**src/rtl/msct_pkg.sv**
```systemverilog
// shared types and constants for the multi-slot compare timer
package msct_pkg;

    localparam int TICK_W   = 32;
    localparam int SCALE_W  = 4;
    localparam int ID_W     = 3;
    localparam int MASK_W   = 4;
    localparam int APB_AW   = 3;
    localparam int APB_DW   = 32;

    localparam logic [SCALE_W-1:0] SCALE_RESET = 4'd1;

    // register index, taken from paddr above the byte offset
    localparam logic REG_TIME_SCALE = 1'b0;

    typedef enum logic [1:0] {
        OP_TICK  = 2'd0,
        OP_START = 2'd1,
        OP_STOP  = 2'd2,
        OP_ACK   = 2'd3
    } op_t;

    typedef struct packed {
        op_t               opcode;
        logic [ID_W-1:0]   slot_id;
        logic [TICK_W-1:0] span;
        logic              periodic;
    } cmd_t;

    typedef struct packed {
        logic [ID_W-1:0]   assigned_id;
        logic [MASK_W-1:0] done_mask;
        logic [MASK_W-1:0] running_mask;
    } result_t;

endpackage

```
**src/rtl/msct_slot_bank.sv**
```systemverilog
// slot state, tick counter and command execution, next state registered on exec
module msct_slot_bank #(
    parameter int SLOTS = 4
) (
    input  logic             clk,
    input  logic             rst_n,
    input  logic             exec,
    input  msct_pkg::cmd_t   cmd,
    output msct_pkg::result_t result
);

    logic [msct_pkg::TICK_W-1:0] tick_count_reg;
    logic [msct_pkg::TICK_W-1:0] tick_count_next;
    logic [msct_pkg::TICK_W-1:0] compare_reg [SLOTS];
    logic [msct_pkg::TICK_W-1:0] compare_next [SLOTS];
    logic [msct_pkg::TICK_W-1:0] reload_reg [SLOTS];
    logic [msct_pkg::TICK_W-1:0] reload_next [SLOTS];
    logic [msct_pkg::TICK_W-1:0] start_compare;
    logic [SLOTS-1:0]            flag_reg;
    logic [SLOTS-1:0]            flag_next;
    logic [SLOTS-1:0]            running_reg;
    logic [SLOTS-1:0]            running_next;
    logic [SLOTS-1:0]            done_reg;
    logic [SLOTS-1:0]            done_next;
    logic [SLOTS-1:0]            hits;
    logic [msct_pkg::MASK_W+SLOTS-1:0] done_wide;
    logic [msct_pkg::MASK_W+SLOTS-1:0] running_wide;
    logic                        found;
    logic                        slot_ok;
    logic [msct_pkg::ID_W-1:0]   assigned;

    assign slot_ok = (cmd.slot_id != '0) && (cmd.slot_id <= msct_pkg::ID_W'(SLOTS));
    assign start_compare = tick_count_reg + cmd.span;

    always_comb
    begin
        tick_count_next = tick_count_reg;
        compare_next    = compare_reg;
        reload_next     = reload_reg;
        flag_next       = flag_reg;
        running_next    = running_reg;
        done_next       = done_reg;
        hits            = '0;
        found           = 1'b0;
        assigned        = '0;
        case (cmd.opcode)
            msct_pkg::OP_TICK:
            begin
                tick_count_next = tick_count_reg + 1'b1;
                for (int i = 0; i < SLOTS; i++)
                begin
                    hits[i] = running_reg[i] && (compare_reg[i] == tick_count_next);
                end
                done_next = (done_reg | hits) & running_reg;
                for (int i = 0; i < SLOTS; i++)
                begin
                    if (hits[i])
                    begin
                        if (flag_reg[i])
                        begin
                            compare_next[i] = compare_reg[i] + reload_reg[i];
                        end
                        else
                        begin
                            running_next[i] = 1'b0;
                        end
                    end
                end
            end
            msct_pkg::OP_START:
            begin
                for (int i = 0; i < SLOTS; i++)
                begin
                    if (!found && !running_reg[i])
                    begin
                        found           = 1'b1;
                        running_next[i] = 1'b1;
                        done_next[i]    = 1'b0;
                        flag_next[i]    = cmd.periodic;
                        reload_next[i]  = cmd.span;
                        compare_next[i] = start_compare;
                        assigned        = msct_pkg::ID_W'(i + 1);
                    end
                end
            end
            msct_pkg::OP_STOP:
            begin
                for (int i = 0; i < SLOTS; i++)
                begin
                    if (slot_ok && cmd.slot_id == msct_pkg::ID_W'(i + 1))
                    begin
                        running_next[i] = 1'b0;
                    end
                end
            end
            msct_pkg::OP_ACK:
            begin
                for (int i = 0; i < SLOTS; i++)
                begin
                    if (slot_ok && cmd.slot_id == msct_pkg::ID_W'(i + 1))
                    begin
                        done_next[i] = 1'b0;
                    end
                end
            end
            default:
            begin
                tick_count_next = tick_count_reg;
            end
        endcase
    end

    // masks are cut or zero-filled to the fixed result width
    assign done_wide    = {{msct_pkg::MASK_W{1'b0}}, done_next};
    assign running_wide = {{msct_pkg::MASK_W{1'b0}}, running_next};

    assign result.assigned_id  = assigned;
    assign result.done_mask    = done_wide[msct_pkg::MASK_W-1:0];
    assign result.running_mask = running_wide[msct_pkg::MASK_W-1:0];

    always_ff @(posedge clk or negedge rst_n)
    begin
        if (!rst_n)
        begin
            tick_count_reg <= '0;
            flag_reg       <= '0;
            running_reg    <= '0;
            done_reg       <= '0;
        end
        else if (exec)
        begin
            tick_count_reg <= tick_count_next;
            flag_reg       <= flag_next;
            running_reg    <= running_next;
            done_reg       <= done_next;
        end
    end

    always_ff @(posedge clk)
    begin
        if (exec)
        begin
            compare_reg <= compare_next;
            reload_reg  <= reload_next;
        end
    end

endmodule

```
**src/rtl/multi_slot_compare_timer.sv**
```systemverilog
// top level: apb register, input stage, slot bank and result register
// path: the command is held in the input stage register, then the slot bank result is registered
// throughput: one item per cycle unless out_ready holds a valid result, the slot bank executes one command per cycle
// the start span period * time_scale is formed in the input stage
// reset: counter, running, done and reload flags cleared, time_scale set to 1
module multi_slot_compare_timer #(
    parameter int SLOTS = 4
) (
    input  logic                          clk,
    input  logic                          rst_n,
    input  logic                          psel,
    input  logic                          penable,
    input  logic                          pwrite,
    input  logic [msct_pkg::APB_AW-1:0]   paddr,
    input  logic [msct_pkg::APB_DW-1:0]   pwdata,
    output logic [msct_pkg::APB_DW-1:0]   prdata,
    output logic                          pready,
    input  logic                          in_valid,
    output logic                          in_ready,
    input  logic [1:0]                    opcode,
    input  logic [msct_pkg::ID_W-1:0]     slot_id,
    input  logic [msct_pkg::TICK_W-1:0]   period,
    input  logic                          periodic,
    output logic                          out_valid,
    input  logic                          out_ready,
    output logic [msct_pkg::ID_W-1:0]     assigned_id,
    output logic [msct_pkg::MASK_W-1:0]   done_mask,
    output logic [msct_pkg::MASK_W-1:0]   running_mask
);

    logic [msct_pkg::SCALE_W-1:0] time_scale_reg;
    logic                         s1_valid_reg;
    logic                         s1_valid_next;
    msct_pkg::cmd_t               cmd_reg;
    msct_pkg::cmd_t               cmd_next;
    logic                         out_valid_reg;
    logic                         out_valid_next;
    msct_pkg::result_t            result_reg;
    msct_pkg::result_t            bank_result;
    logic                         exec;
    logic                         in_xfer;
    logic                         cfg_write;

    assign pready    = 1'b1;
    assign cfg_write = psel && penable && pwrite && (paddr[2] == msct_pkg::REG_TIME_SCALE);
    assign prdata    = (paddr[2] == msct_pkg::REG_TIME_SCALE)
                     ? {{(msct_pkg::APB_DW-msct_pkg::SCALE_W){1'b0}}, time_scale_reg}
                     : '0;

    always_ff @(posedge clk or negedge rst_n)
    begin
        if (!rst_n)
        begin
            time_scale_reg <= msct_pkg::SCALE_RESET;
        end
        else if (cfg_write)
        begin
            time_scale_reg <= pwdata[msct_pkg::SCALE_W-1:0];
        end
    end

    assign exec     = s1_valid_reg && (!out_valid_reg || out_ready);
    assign in_ready = !s1_valid_reg || exec;
    assign in_xfer  = in_valid && in_ready;

    always_comb
    begin
        cmd_next.opcode   = msct_pkg::op_t'(opcode);
        cmd_next.slot_id  = slot_id;
        cmd_next.span     = msct_pkg::TICK_W'(period * msct_pkg::TICK_W'(time_scale_reg));
        cmd_next.periodic = periodic;
        s1_valid_next     = in_xfer || (s1_valid_reg && !exec);
        out_valid_next    = exec || (out_valid_reg && !out_ready);
    end

    always_ff @(posedge clk or negedge rst_n)
    begin
        if (!rst_n)
        begin
            s1_valid_reg  <= 1'b0;
            out_valid_reg <= 1'b0;
        end
        else
        begin
            s1_valid_reg  <= s1_valid_next;
            out_valid_reg <= out_valid_next;
        end
    end

    always_ff @(posedge clk)
    begin
        if (in_xfer)
        begin
            cmd_reg <= cmd_next;
        end
        if (exec)
        begin
            result_reg <= bank_result;
        end
    end

    msct_slot_bank #(
        .SLOTS (SLOTS)
    ) u_bank (
        .clk    (clk),
        .rst_n  (rst_n),
        .exec   (exec),
        .cmd    (cmd_reg),
        .result (bank_result)
    );

    assign out_valid    = out_valid_reg;
    assign assigned_id  = result_reg.assigned_id;
    assign done_mask    = result_reg.done_mask;
    assign running_mask = result_reg.running_mask;

    // a granted slot id never exceeds the bank size
    assert property (@(posedge clk) disable iff (!rst_n)
        out_valid |-> (assigned_id <= msct_pkg::ID_W'(SLOTS)))
    else $error("assigned id beyond slot count");

    // a granted slot within the mask width shows as running in the same result
    assert property (@(posedge clk) disable iff (!rst_n)
        out_valid && assigned_id != '0 && assigned_id <= msct_pkg::ID_W'(msct_pkg::MASK_W)
        |-> ((running_mask >> (assigned_id - 1'b1)) & 1'b1) != '0)
    else $error("assigned slot not running");

    // a stalled input stage always holds a pending command
    assert property (@(posedge clk) disable iff (!rst_n)
        !in_ready |-> s1_valid_reg && out_valid_reg && !out_ready)
    else $error("input stalled without backpressure");

    // non-start commands always give a zero id
    assert property (@(posedge clk) disable iff (!rst_n)
        exec && cmd_reg.opcode != msct_pkg::OP_START |=> assigned_id == '0)
    else $error("id given by non-start command");

endmodule
```
**config.mk**
```make
export PLATFORM = sky130hd
export DESIGN_NAME = multi_slot_compare_timer
export DESIGN_NICKNAME = d
export VERILOG_FILES = /design/src/rtl/msct_pkg.sv /design/src/rtl/msct_slot_bank.sv /design/src/rtl/multi_slot_compare_timer.sv
export SDC_FILE = /design/constraint.sdc
export NUM_CORES = 1
export LEC_CHECK = 0
export BUFFER_PORTS_ARGS = -buffer_cell sky130_fd_sc_hd__buf_2
export CAP_MARGIN = 40
export CORE_UTILIZATION = 55
export CTS_BUF_LIST = sky130_fd_sc_hd__clkbuf_16
export DETAILED_ROUTE_END_ITERATION = 8
export HOLD_SLACK_MARGIN = 0.08
export PLACE_DENSITY = 0.79
export SLEW_MARGIN = 40
export SYNTH_ARGS = -nofsm -noshare
export SYNTH_HDL_FRONTEND = slang
export SYNTH_SLANG_ARGS = --single-unit
export TNS_END_PERCENT = 100
```
**constraint.sdc**
```tcl
create_clock -name clk -period 7.1 [get_ports clk]
set_input_delay 0.355 -clock clk [delete_from_list [all_inputs] [get_ports clk]]
set_output_delay 0.355 -clock clk [all_outputs]
set_load 0.02 [all_outputs]
```
Word-level counts from Yosys, hierarchy flattened
Index checks and enable logic that the tools add are counted.
{"block": "op_classes", "addsub": 6, "n_reduce_logical": 46, "order_cmp": 1, "bitwise_logic": 5, "mux": 49, "n_eq_ne": 23, "multipliers": 1}
{"operator": "2-to-1 mux 32 bit", "n": 12}
{"operator": "one-hot mux 128 bit (2 select lines)", "n": 1}
{"operator": "adder 32 bit", "n": 5}
{"operator": "== test 32 bit", "n": 4}
{"operator": "adder 32 x 1 -> 32 bit, second input constant", "n": 1}
{"operator": "multiplier 32 x 4 -> 32 bit", "n": 1}
{"operator": "2-to-1 mux 1 bit", "n": 30}
{"operator": "one-hot mux 4 bit (3 select lines)", "n": 2}
{"operator": "!= test 2 x 1 -> 1 bit, second input constant", "n": 11}
{"operator": "AND reduction 5 bit", "n": 4}
{"operator": "logical AND 1 bit", "n": 19}
{"operator": "AND reduction 3 bit", "n": 4}
{"operator": "zero test 1 bit", "n": 10}
{"operator": "== test 3 x 2 -> 1 bit, second input constant", "n": 2}
{"operator": "bitwise AND 4 bit", "n": 1}
{"operator": "== test 2 bit, second input constant", "n": 2}
{"operator": "logical OR 1 bit", "n": 4}
{"operator": "2-to-1 mux 2 bit", "n": 2}
{"operator": "2-to-1 mux 4 bit", "n": 1}
{"operator": "OR 4 bit", "n": 1}
{"operator": "== test 3 x 1 -> 1 bit, second input constant", "n": 1}
{"operator": "== test 3 bit, second input constant", "n": 1}
{"operator": "<= comparator 3 bit, second input constant", "n": 1}
{"operator": "2-to-1 mux 3 bit", "n": 1}
{"operator": "8 further kinds", "n": 10}
{"block": "word_totals", "regBits": 355, "output_inout_bits": 46, "in_bits": 80}

Logic depth before layout (Yosys ltp)
Gate-level depths: netlist of run 1.
{"block": "logic_depth", "ltp_word": 14, "depth_mapped": 16, "ltp_nobuf": 15}

Hierarchy
From an unflattened synthesis of run 1, not the netlist that was laid out.
{"block": "unflattened", "cells_unflattened": 2737, "area_unflattened_um2": 27729.1}
{"module": "msct_slot_bank", "cells_each": 2099, "area_each_um2": 21795.9, "instances": 1, "seq_area_each_um2": 8788.4}
{"module": "multi_slot_compare_timer", "cells_each": 638, "area_each_um2": 5933.2, "instances": 1, "seq_area_each_um2": 1622.8}

Worst setup path before layout of run 1
Ideal clock, no wire load.
{"block": "synth_path", "kind": "register -> register", "from": "register cmd_reg[37] (netlist name)", "to": "register u_bank.compare_reg[0] (netlist name), enable pin", "setup_ns": 0.436, "required_ns": 6.664, "setup_slack_ns": 0.651, "period_less_slack_ns": 6.449, "path_stages_with_launch": 6, "t_arrival_ns": 6.013, "path_buffers": 1, "cell_sequence": "edfxtp_1 > clkbuf_1 > inv_1 > nand2_1 > nor4_1 > a2bb2oi_1"}
{"block": "synth_between", "elab_chain_cells": 3, "elab_cells_between_ends": 7, "cone_classes": "4 x eq/ne; 3 x reduce/logical"}
{"element": "start, declared", "line": "multi_slot_compare_timer.sv:34", "source": "msct_pkg::cmd_t cmd_reg;"}
{"element": "start signal, assigned", "line": "multi_slot_compare_timer.sv:94", "source": "cmd_reg <= cmd_next;"}
{"element": "== test 2 x 1 -> 1 bit or zero test 2 bit (tied branches)", "line": "msct_slot_bank.sv:46", "source": "case (cmd.opcode)"}
{"element": "!= test 2 x 1 -> 1 bit (no line) or nonzero test 2 bit (tied branches)"}
{"element": "AND reduction 5 bit (no line) (*)"}
{"element": "end signal, assigned", "line": "msct_slot_bank.sv:143", "source": "compare_reg <= compare_next;"}
{"element": "end, declared", "line": "msct_slot_bank.sv:14", "source": "logic [msct_pkg::TICK_W-1:0] compare_reg [SLOTS];"}
Every way passes the cells marked *; elsewhere a longest branch is shown, timed or not.
A chain may end at the register's enable or synchronous reset.

==> reports/summary.txt, run 1 <==
CRITICAL PATH
------------------------------------------------------------------------------------------
Critical Path Most Common Cell ..............................................         fa_1
Kind of critical path .......................................................      reg2reg
Type of origin of the critical path .........................................         flop
Critical path cell sequence ................................................. nand2_1, fa_1, fa_1, fa_1, nor2b_1, o21ai_0, a2111oi_1, o31a_1, o21a_1, o211ai_1, a31oi_1, nor4_1, a311o_1
Buffering stage count on the worst path with inverters included .............            0
Endpoint kind of the worst setup timing path ................................         flop
Worst Path Max Fanout .......................................................           31
Arrival @ worst endpoint ....................................................      5450 ps
Max incr delay on CP ........................................................       840 ps
CP max stage cell ...........................................................      dfrtp_1
Kind of cell adding the most delay to the critical path ..................... compound AO/OA/AOI/OAI gates
Required @ worst endpoint ...................................................      7410 ps

POWER AND IR DROP
------------------------------------------------------------------------------------------
Total power .................................................................      7.55 mW
Comb power frac .............................................................        32.4%
Leakage .....................................................................      12.4 nW
Power dissipated by switching net loads .....................................      2.65 mW
Worst vdd rail ir drop ......................................................     0.179 mV
Share of power burned in the clock network ..................................        27.4%
Total power per unit cell area ..............................................   256 mW/mm2
Power Internal ..............................................................      4.90 mW
Switching power as a share of total power ...................................        35.1%
Fraction of power consumed by sequential logic ..............................        40.2%

YOSYS
------------------------------------------------------------------------------------------
Leading register cell type out of synthesis .................................     edfxtp_1
Main combinational cell family by area after synthesis ...................... compound AO/OA/AOI/OAI gates
Share of synthesized cell area in full adder, half adder and majority cells .        13.3%
EDFF count, synth ...........................................................          305
Area share of xor/xnor cells in the synthesized design ......................        12.1%
Number of warning messages in the yosys log .................................            0
Distinct cell type count after synthesis ....................................           91
Fraction of the mapped netlist area in compound gates .......................        15.9%
Area of the mapped netlist ..................................................   0.0271 mm2
Simple-gate share of the synthesized area ...................................        15.2%
Count of state elements after synthesis .....................................          355
Multiplexer area fraction after synthesis ...................................       0.642%
Gate Count Post-Synth .......................................................         2657
Async set or reset register ratio after synthesis ...........................        14.1%
Register area share after synthesis .........................................        38.4%
Mean cell area of the mapped netlist ........................................     10.2 um2

PLACED DESIGN
------------------------------------------------------------------------------------------
Final weighted congestion in routability-driven placement ...................        0.983
Final HPWL DP ...............................................................      56.5 mm
Number of port buffers ......................................................           66

TIMING
------------------------------------------------------------------------------------------
Max-slew headroom ...........................................................        39.2%
Number of failing hold endpoints at the final stage .........................            0
Total of endpoints with negative setup slack in the final report ............            0
Fmax ........................................................................    0.195 GHz
Post-route clock skew .......................................................      24.9 ps
Pins over their slew limit ..................................................            0
Worst-margin pin slew .......................................................       905 ps
Period Utilization, post-route ..............................................        72.4%
Post-layout minimum cycle time ..............................................      5140 ps
Setup TNS after final layout ................................................         0 ps
Unrepaired setup endpoints after global routing .............................           no

CLOCK TREE
------------------------------------------------------------------------------------------
Number of buffers on the longest clock path .................................            3
TritonCTS clock tree ........................................................         done
Clock edge transition at the registers on the reported setup and hold paths .        60 ps
Master cell of the clock root buffer ........................................    clkbuf_16
Clock insertion delay at the later pin of the skew report ...................       580 ps
Clock buffer count from CTS .................................................           42
Maximum level of the CTS H-tree .............................................            2
CTS sink count ..............................................................          355

FLOORPLAN
------------------------------------------------------------------------------------------
Row count ...................................................................           80
Total core area .............................................................   0.0481 mm2
Horizontal die dimension ....................................................       224 um
Die area ....................................................................   0.0501 mm2
Initial core utilization ....................................................        56.2%
I/O pins ....................................................................          126
Die Height ..................................................................       224 um

LAYOUT
------------------------------------------------------------------------------------------
Layout area overhead ........................................................        8.83%
Antenna diode instance count ................................................            0
Number of nets in the layout ................................................         3049
Commonest cells after routing, fill and taps aside .......................... 305 x edfxtp_1, 189 x ha_1, 183 x inv_1, 175 x nand2_1, 160 x xnor2_1
Commonest non-fill, non-tap cell in the layout ..............................     edfxtp_1
Share of cells above drive strength 1 .......................................        7.46%

DRT
------------------------------------------------------------------------------------------
Vias per inst ...............................................................         6.26
Post-detailed-route DRC marker count ........................................            0
Antenna Violating Nets Remaining ............................................            0
Number of detailed-routing iterations run before antenna repair .............            5
Total via count after detailed routing ......................................        21300
Total routed wirelength .....................................................      74.6 mm
Violation count after the first detailed-route iteration ....................         2059
Routed length per placed instance ...........................................      21.9 um

GRT
------------------------------------------------------------------------------------------
Total global-route track usage ..............................................        29.9%
Sum of overflow across all layers after global routing ......................            0
Antenna violations before repair ............................................            1
Number of global-route vias before repair ...................................        20800
Maximum number of pins on one net before global-route repair ................           59
Global-route wire length before repair ......................................       115 mm

STATUS
------------------------------------------------------------------------------------------
Run status ..................................................................    completed

WORST HOLD PATH
------------------------------------------------------------------------------------------
Class of the worst hold path ................................................       in2reg

JOB
------------------------------------------------------------------------------------------
Max cap viols ...............................................................            0

-- synth_stat cells (7+ instances only) --
| cell type | n | area (um2) |
|---|---|---|
| o31a_1 | 9 | 78.8 |
| nand2_1 | 176 | 661 |
| and2_1 | 110 | 688 |
| and4_1 | 11 | 96.3 |
| xnor2_1 | 160 | 1400 |
| o2111ai_1 | 9 | 78.8 |
| nand3_1 | 66 | 330 |
| edfxtp_1 | 305 | 9160 |
| nand3b_1 | 10 | 75.1 |
| dfrtp_1 | 49 | 1230 |
| inv_1 | 170 | 638 |
| mux2_2 | 11 | 124 |
| and3_1 | 28 | 175 |
| or2_2 | 7 | 43.8 |
| a21oi_1 | 151 | 756 |
| buf_2 | 8 | 40.0 |
| a31oi_1 | 16 | 100 |
| a21boi_0 | 9 | 67.6 |
| nand2b_1 | 26 | 163 |
| or3_1 | 19 | 119 |
| a21o_1 | 106 | 796 |
| clkbuf_1 | 54 | 203 |
| nor4_1 | 17 | 106 |
| o21a_1 | 40 | 300 |
| xor2_1 | 120 | 1050 |
| o21ai_0 | 157 | 786 |
| fa_1 | 62 | 1240 |
| nand4_1 | 49 | 307 |
| o31ai_1 | 24 | 180 |
| a211oi_1 | 24 | 180 |
| o211ai_1 | 21 | 158 |
| a2111oi_0 | 7 | 61.3 |
| o21bai_1 | 21 | 158 |
| xnor3_1 | 32 | 721 |
| nor3_1 | 66 | 330 |
| nor2b_1 | 31 | 194 |
| nor2_1 | 132 | 495 |
| ha_1 | 189 | 2360 |
| buf_4 | 35 | 263 |
-- path summary, 6_finish.rpt --
check,from,to,slack [ps],depth (start not counted)
worst max-delay path,time_scale_reg[3],cmd_reg[31],1960,13
worst min-delay path,period[0],cmd_reg[1],150,2
worst max register to register,time_scale_reg[3],cmd_reg[31],1960,13
worst min register to register,s1_valid_reg,out_valid,500,1
max in group asynchronous,rst_n,time_scale_reg[1],6050,3
min in group asynchronous,rst_n,u_bank.tick_count_reg[8],490,3
-- metrics by stage --
stage / cells / setup WS (ps) / instance area (um2) / utilization (%) / hold slack, ps
CTS: 3402 / 1950 / 29400 / 61.1 / 116
detailed placement: 3316 / 1970 / 28000 / 58.2 / 488
finish: 3403 / 1960 / 29500 / 61.2 / 150
global route: 3403 / 1720 / 29500 / 61.2 / 126
global placement: 3314 / 2000 / 28000 / 58.1 / 475
floorplan: 2684 / 651 / 27200 / - / 59.4
-- routing by layer --
layer / global-route usage (%) / vias to the layer above / routed length, um
met2: 47.8 / 1127 / 33800
met1: 40.2 / 10300 / 30600
met4: 10.8 / 0 / 2530
li1: - / 9747 / -
met3: 6.13 / 170 / 7680
met5: 0 / - / 0
-- power by group through the flow --
stage | Clock (mW) | Combinational [mW] | Sequential (mW)
6_report | 2.07 | 2.45 | 3.04
5_1_grt | 2.17 | 2.73 | 3.06
4_1_cts | 2.09 | 2.41 | 3.02
3_5_place_dp | 0 | 2.39 | 3.07
3_3_place_gp | 0 | 2.28 | 3.06
2_1_floorplan | 0 | 1.94 | 2.83
-- kinds of logic (layout without fill, tap and decap cells) --
family,count (synthesis),in the layout
AO/OA/AOI/OAI,658,658
XOR/XNOR,317,317
adder cells (fa/ha/maj),251,251
buffers and inverters,276,339
flip-flops,355,355
multiplexers,16,16
other,2,29
AND/OR/NAND/NOR,782,782
-- what timing repair did --
item / 4_1_cts / 5_1_grt
buffers inserted: 0 / 0
resized for setup: 0 / 0
setup endpoints to repair: 0 / 0
hold endpoints to repair: 61 / 0
hold buffers: 13 / 0
-- final cells by class --
cell class                 count  area, um2
fill                        3882      18700
multi-input combinational   2053      15700
sequential                   355      10400
clock buffer                  43       1080
tap                          656        821
inverter                     170        638
timing repair buffer          96        616
clock inverter                30        210
(Power assumes the default switching activity.)
==> inputs of run 2 (changes only) <==
--- a/config.mk
+++ b/config.mk
@@ -5,13 +5,14 @@
 export SDC_FILE = /design/constraint.sdc
 export NUM_CORES = 1
 export LEC_CHECK = 0
+export ABC_AREA = 1
 export BUFFER_PORTS_ARGS = -buffer_cell sky130_fd_sc_hd__buf_2
 export CAP_MARGIN = 40
 export CORE_UTILIZATION = 55
 export CTS_BUF_LIST = sky130_fd_sc_hd__clkbuf_16
 export DETAILED_ROUTE_END_ITERATION = 8
 export HOLD_SLACK_MARGIN = 0.08
-export PLACE_DENSITY = 0.79
+export PLACE_DENSITY = 0.81
 export SLEW_MARGIN = 40
 export SYNTH_ARGS = -nofsm -noshare
 export SYNTH_HDL_FRONTEND = slang
==> constraint.sdc (replaced) <==
create_clock -name clk -period 4.4 [get_ports clk]
set_input_delay 0.22 -clock clk [delete_from_list [all_inputs] [get_ports clk]]
set_output_delay 0.22 -clock clk [all_outputs]
set_load 0.02 [all_outputs]
==> run 2 against run 1 <==
  * Combinational power up 100%
  * First-iteration DRC count up 15%
  * Clock-buffer cell count down 1
  * Cell area up 3.5%
  * Clock power up 62%
==> reports/summary.txt, run 2 <==
DRT
------------------------------------------------------------------------------------------
Total via count after detailed routing ......................................        24800   was 21300
Antenna Violating Nets Remaining ............................................            0   unchanged
Vias per inst ...............................................................         5.69   was 6.26
Post-detailed-route DRC marker count ........................................            0   unchanged
Routed length per placed instance ...........................................      19.6 um   was 21.9 um
Total routed wirelength .....................................................      85.3 mm   was 74.6 mm
Violation count after the first detailed-route iteration ....................         2376   was 2059
Number of detailed-routing iterations run before antenna repair .............            6   was 5

LAYOUT
------------------------------------------------------------------------------------------
Commonest non-fill, non-tap cell in the layout ..............................      nand2_1   was edfxtp_1
Share of cells above drive strength 1 .......................................        6.59%   was 7.46%
Layout area overhead ........................................................        9.86%   was 8.83%
Area of all placed cells without fillers ....................................   0.0305 mm2   was 0.0295 mm2
Commonest cells after routing, fill and taps aside .......................... 858 x nand2_1, 545 x inv_1, 305 x edfxtp_1, 301 x nor2_1, 285 x a21oi_1   was 305 x edfxtp_1, 189 x ha_1, 183 x inv_1, 175 x nand2_1, 160 x xnor2_1
Number of nets in the layout ................................................         3987   was 3049
Antenna diode instance count ................................................            0   unchanged

CRITICAL PATH
------------------------------------------------------------------------------------------
Max incr delay on CP ........................................................       530 ps   was 840 ps
Required @ worst endpoint ...................................................      4710 ps   was 7410 ps
Arrival @ worst endpoint ....................................................      4430 ps   was 5450 ps
CP max stage cell ...........................................................         fa_1   was dfrtp_1
Endpoint kind of the worst setup timing path ................................         flop   unchanged
Critical Path Most Common Cell ..............................................        inv_1   was fa_1
Critical path cell sequence ................................................. nand2_1, inv_1, fa_1, inv_1, fa_1, inv_1, ha_1, nand2_1, o21ai_1, a21oi_1, o21ai_1, a21oi_1, buf_4, o211ai_1, a31oi_1, xor2_1   was nand2_1, fa_1, fa_1, fa_1, nor2b_1, o21ai_0, a2111oi_1, o31a_1, o21a_1, o211ai_1, a31oi_1, nor4_1, a311o_1
Critical path launch point .................................................. time_scale_reg[1]   was time_scale_reg[3]
Kind of critical path .......................................................      reg2reg   unchanged
Type of origin of the critical path .........................................         flop   unchanged
Reg-to-reg startpoint ....................................................... time_scale_reg[1]   was time_scale_reg[3]
Worst Path Max Fanout .......................................................            6   was 31

YOSYS
------------------------------------------------------------------------------------------
Area of the mapped netlist ..................................................   0.0278 mm2   was 0.0271 mm2
Leading register cell type out of synthesis .................................     edfxtp_1   unchanged
Async set or reset register ratio after synthesis ...........................        14.1%   unchanged
Synth top cells by count .................................................... 859 x nand2_1, 537 x inv_1, 305 x edfxtp_1, 305 x nor2_1, 286 x a21oi_1   was 305 x edfxtp_1, 189 x ha_1, 176 x nand2_1
Dominant cells by area after synthesis ...................................... edfxtp_1 33%, nand2_1 12%, ha_1 8.5%   was edfxtp_1 34%, ha_1 8.7%, xnor2_1 5.2%
Simple-gate share of the synthesized area ...................................        22.2%   was 15.2%
Register area share after synthesis .........................................        37.5%   was 38.4%
Area share of xor/xnor cells in the synthesized design ......................        4.02%   was 12.1%
Distinct cell type count after synthesis ....................................           57   was 91
Synth area leader ...........................................................     edfxtp_1   unchanged
Share of synthesized cell area in full adder, half adder and majority cells .        13.0%   was 13.3%
Multiplexer area fraction after synthesis ...................................           0%   was 0.642%
Proportion of netlist area held by the largest area contributor .............        33.0%   was 33.8%
Fraction of the mapped netlist area in compound gates .......................        14.6%   was 15.9%
Mean cell area of the mapped netlist ........................................     7.85 um2   was 10.2 um2
EDFF count, synth ...........................................................          305   unchanged
Number of warning messages in the yosys log .................................            0   unchanged
Cell with the most instances after synthesis ................................      nand2_1   was edfxtp_1
Main combinational cell family by area after synthesis ...................... simple AND/OR/NAND/NOR gates   was compound AO/OA/AOI/OAI gates
Gate Count Post-Synth .......................................................         3537   was 2657
Count of state elements after synthesis .....................................          355   unchanged

TIMING
------------------------------------------------------------------------------------------
Fmax ........................................................................    0.243 GHz   was 0.195 GHz
Total of endpoints with negative setup slack in the final report ............            0   unchanged
Post-route clock skew .......................................................      35.4 ps   was 24.9 ps
Worst Slack Setup Final .....................................................       282 ps   was 1960 ps
Period Utilization, post-route ..............................................        93.6%   was 72.4%
Max-slew headroom ...........................................................        37.6%   was 39.2%
Number of failing hold endpoints at the final stage .........................            0   unchanged
Post-layout minimum cycle time ..............................................      4120 ps   was 5140 ps
Setup TNS after final layout ................................................         0 ps   unchanged
Pins over their slew limit ..................................................            0   unchanged
Worst-margin pin slew .......................................................       926 ps   was 905 ps
Unrepaired setup endpoints after global routing .............................           no   unchanged

CLOCK TREE
------------------------------------------------------------------------------------------
Clock insertion delay at the later pin of the skew report ...................       600 ps   was 580 ps
Clock edge transition at the registers on the reported setup and hold paths .        60 ps   about the same
Master cell of the clock root buffer ........................................    clkbuf_16   unchanged
Number of buffers inserted to repair setup after CTS ........................            0   unchanged
Clock buffer count from CTS .................................................           42   unchanged
CTS sink count ..............................................................          355   unchanged
TritonCTS clock tree ........................................................         done   unchanged
Number of buffers on the longest clock path .................................            3   unchanged
Maximum level of the CTS H-tree .............................................            2   unchanged

GRT
------------------------------------------------------------------------------------------
Maximum number of pins on one net before global-route repair ................           56   was 59
Antenna violations before repair ............................................            0   was 1
Sum of overflow across all layers after global routing ......................            0   unchanged
Global-route wire length before repair ......................................       131 mm   was 115 mm
Number of global-route vias before repair ...................................        24000   was 20800
Total global-route track usage ..............................................        34.0%   was 29.9%

FLOORPLAN
------------------------------------------------------------------------------------------
Horizontal die dimension ....................................................       227 um   was 224 um
Initial core utilization ....................................................        56.3%   was 56.2%
I/O pins ....................................................................          126   unchanged
Row count ...................................................................           81   was 80
Total core area .............................................................   0.0494 mm2   was 0.0481 mm2
Die Height ..................................................................       227 um   was 224 um
Die area ....................................................................   0.0514 mm2   was 0.0501 mm2

WORST HOLD PATH
------------------------------------------------------------------------------------------
Class of the worst hold path ................................................       in2reg   unchanged
Source of the worst hold timing path ........................................    period[1]   was period[0]

PLACED DESIGN
------------------------------------------------------------------------------------------
Final HPWL DP ...............................................................      67.4 mm   was 56.5 mm
Final weighted congestion in routability-driven placement ...................         1.01   was 0.983
Number of port buffers ......................................................           66   unchanged
Placed standard-cell area ...................................................   0.0290 mm2   was 0.0280 mm2
Setup WS pre-CTS ............................................................       330 ps   was 1970 ps

POWER AND IR DROP
------------------------------------------------------------------------------------------
Worst vdd rail ir drop ......................................................     0.254 mV   was 0.179 mV
Total power per unit cell area ..............................................   441 mW/mm2   was 256 mW/mm2
Total power .................................................................      13.4 mW   was 7.55 mW
Leakage .....................................................................      14.2 nW   was 12.4 nW

STATUS
------------------------------------------------------------------------------------------
Run status ..................................................................    completed   unchanged

JOB
------------------------------------------------------------------------------------------
Max cap viols ...............................................................            0   unchanged

## run 2: repair_timing
item | in CTS | in global routing
endpoints found under the hold margin | 62 | 0
resized for setup | 0 | 0
hold buffers | 16 | 0
## run 2: through the flow
step	utilization (%)	hold slack, ps	instances
after floorplan	-	-75.6	3564
after global placement	58.8	399	4260
after detailed placement	58.8	399	4260
after CTS	61.8	80.8	4350
after global routing	61.8	139	4350
final	61.8	86.9	4350
## run 2: metal layers
metal / track usage (%) / up-vias / share of wire (%)
li1: - / 12000 / -
met1: 43.7 / 11600 / 41
met2: 57.0 / 1076 / 46
met3: 4.69 / 171 / 8.6
met4: 15.2 / 0 / 4.5
met5: 0 / - / 0
## run 2: where the power goes
part | total, mW | switching, mW | internal, mW
registers | 5.08 | 0.679 | 4.40
clock network | 3.35 | 1.43 | 1.91
logic | 5.02 | 3.24 | 1.78
## run 2: final timing paths
check | endpoint | slack, ps | cells past startpoint
max | cmd_reg[31] | 280 | 16
min | cmd_reg[2] | 90 | 4
max reg2reg | cmd_reg[31] | 280 | 16
min reg2reg | out_valid | 490 | 2
max in group asynchronous | u_bank.tick_count_reg[24] | 3700 | 3
min in group asynchronous | u_bank.running_reg[3] | 240 | 3
## run 2: logic make-up (layout without fill, tap and decap cells)
logic type,count (synthesis),count (layout)
xor+xnor,126,126
flops,355,355
other cells,2,29
buf+inv,612,734
fa+ha+maj,251,251
simple gates,1464,1464
compound gates,727,727
## run 2: worst max-delay path: cells and delay by family (launching register included)
family	cells	cell delay (ps)
adder cells (fa/ha/maj)	3	1340
XOR/XNOR	1	170
buffers and inverters	4	310
AND/OR/NAND/NOR	2	160
AO/OA/AOI/OAI	6	1390
flip-flops	1	460
## run 2: final cells by class
class,count,area (um2)
Tap cell,664,831
Timing Repair Buffer,118,827
Multi-Input combinational cell,2597,15100
Fill cell,4271,18900
Clock inverter,32,246
Inverter,542,2030
Sequential cell,355,10400
Clock buffer,42,1050
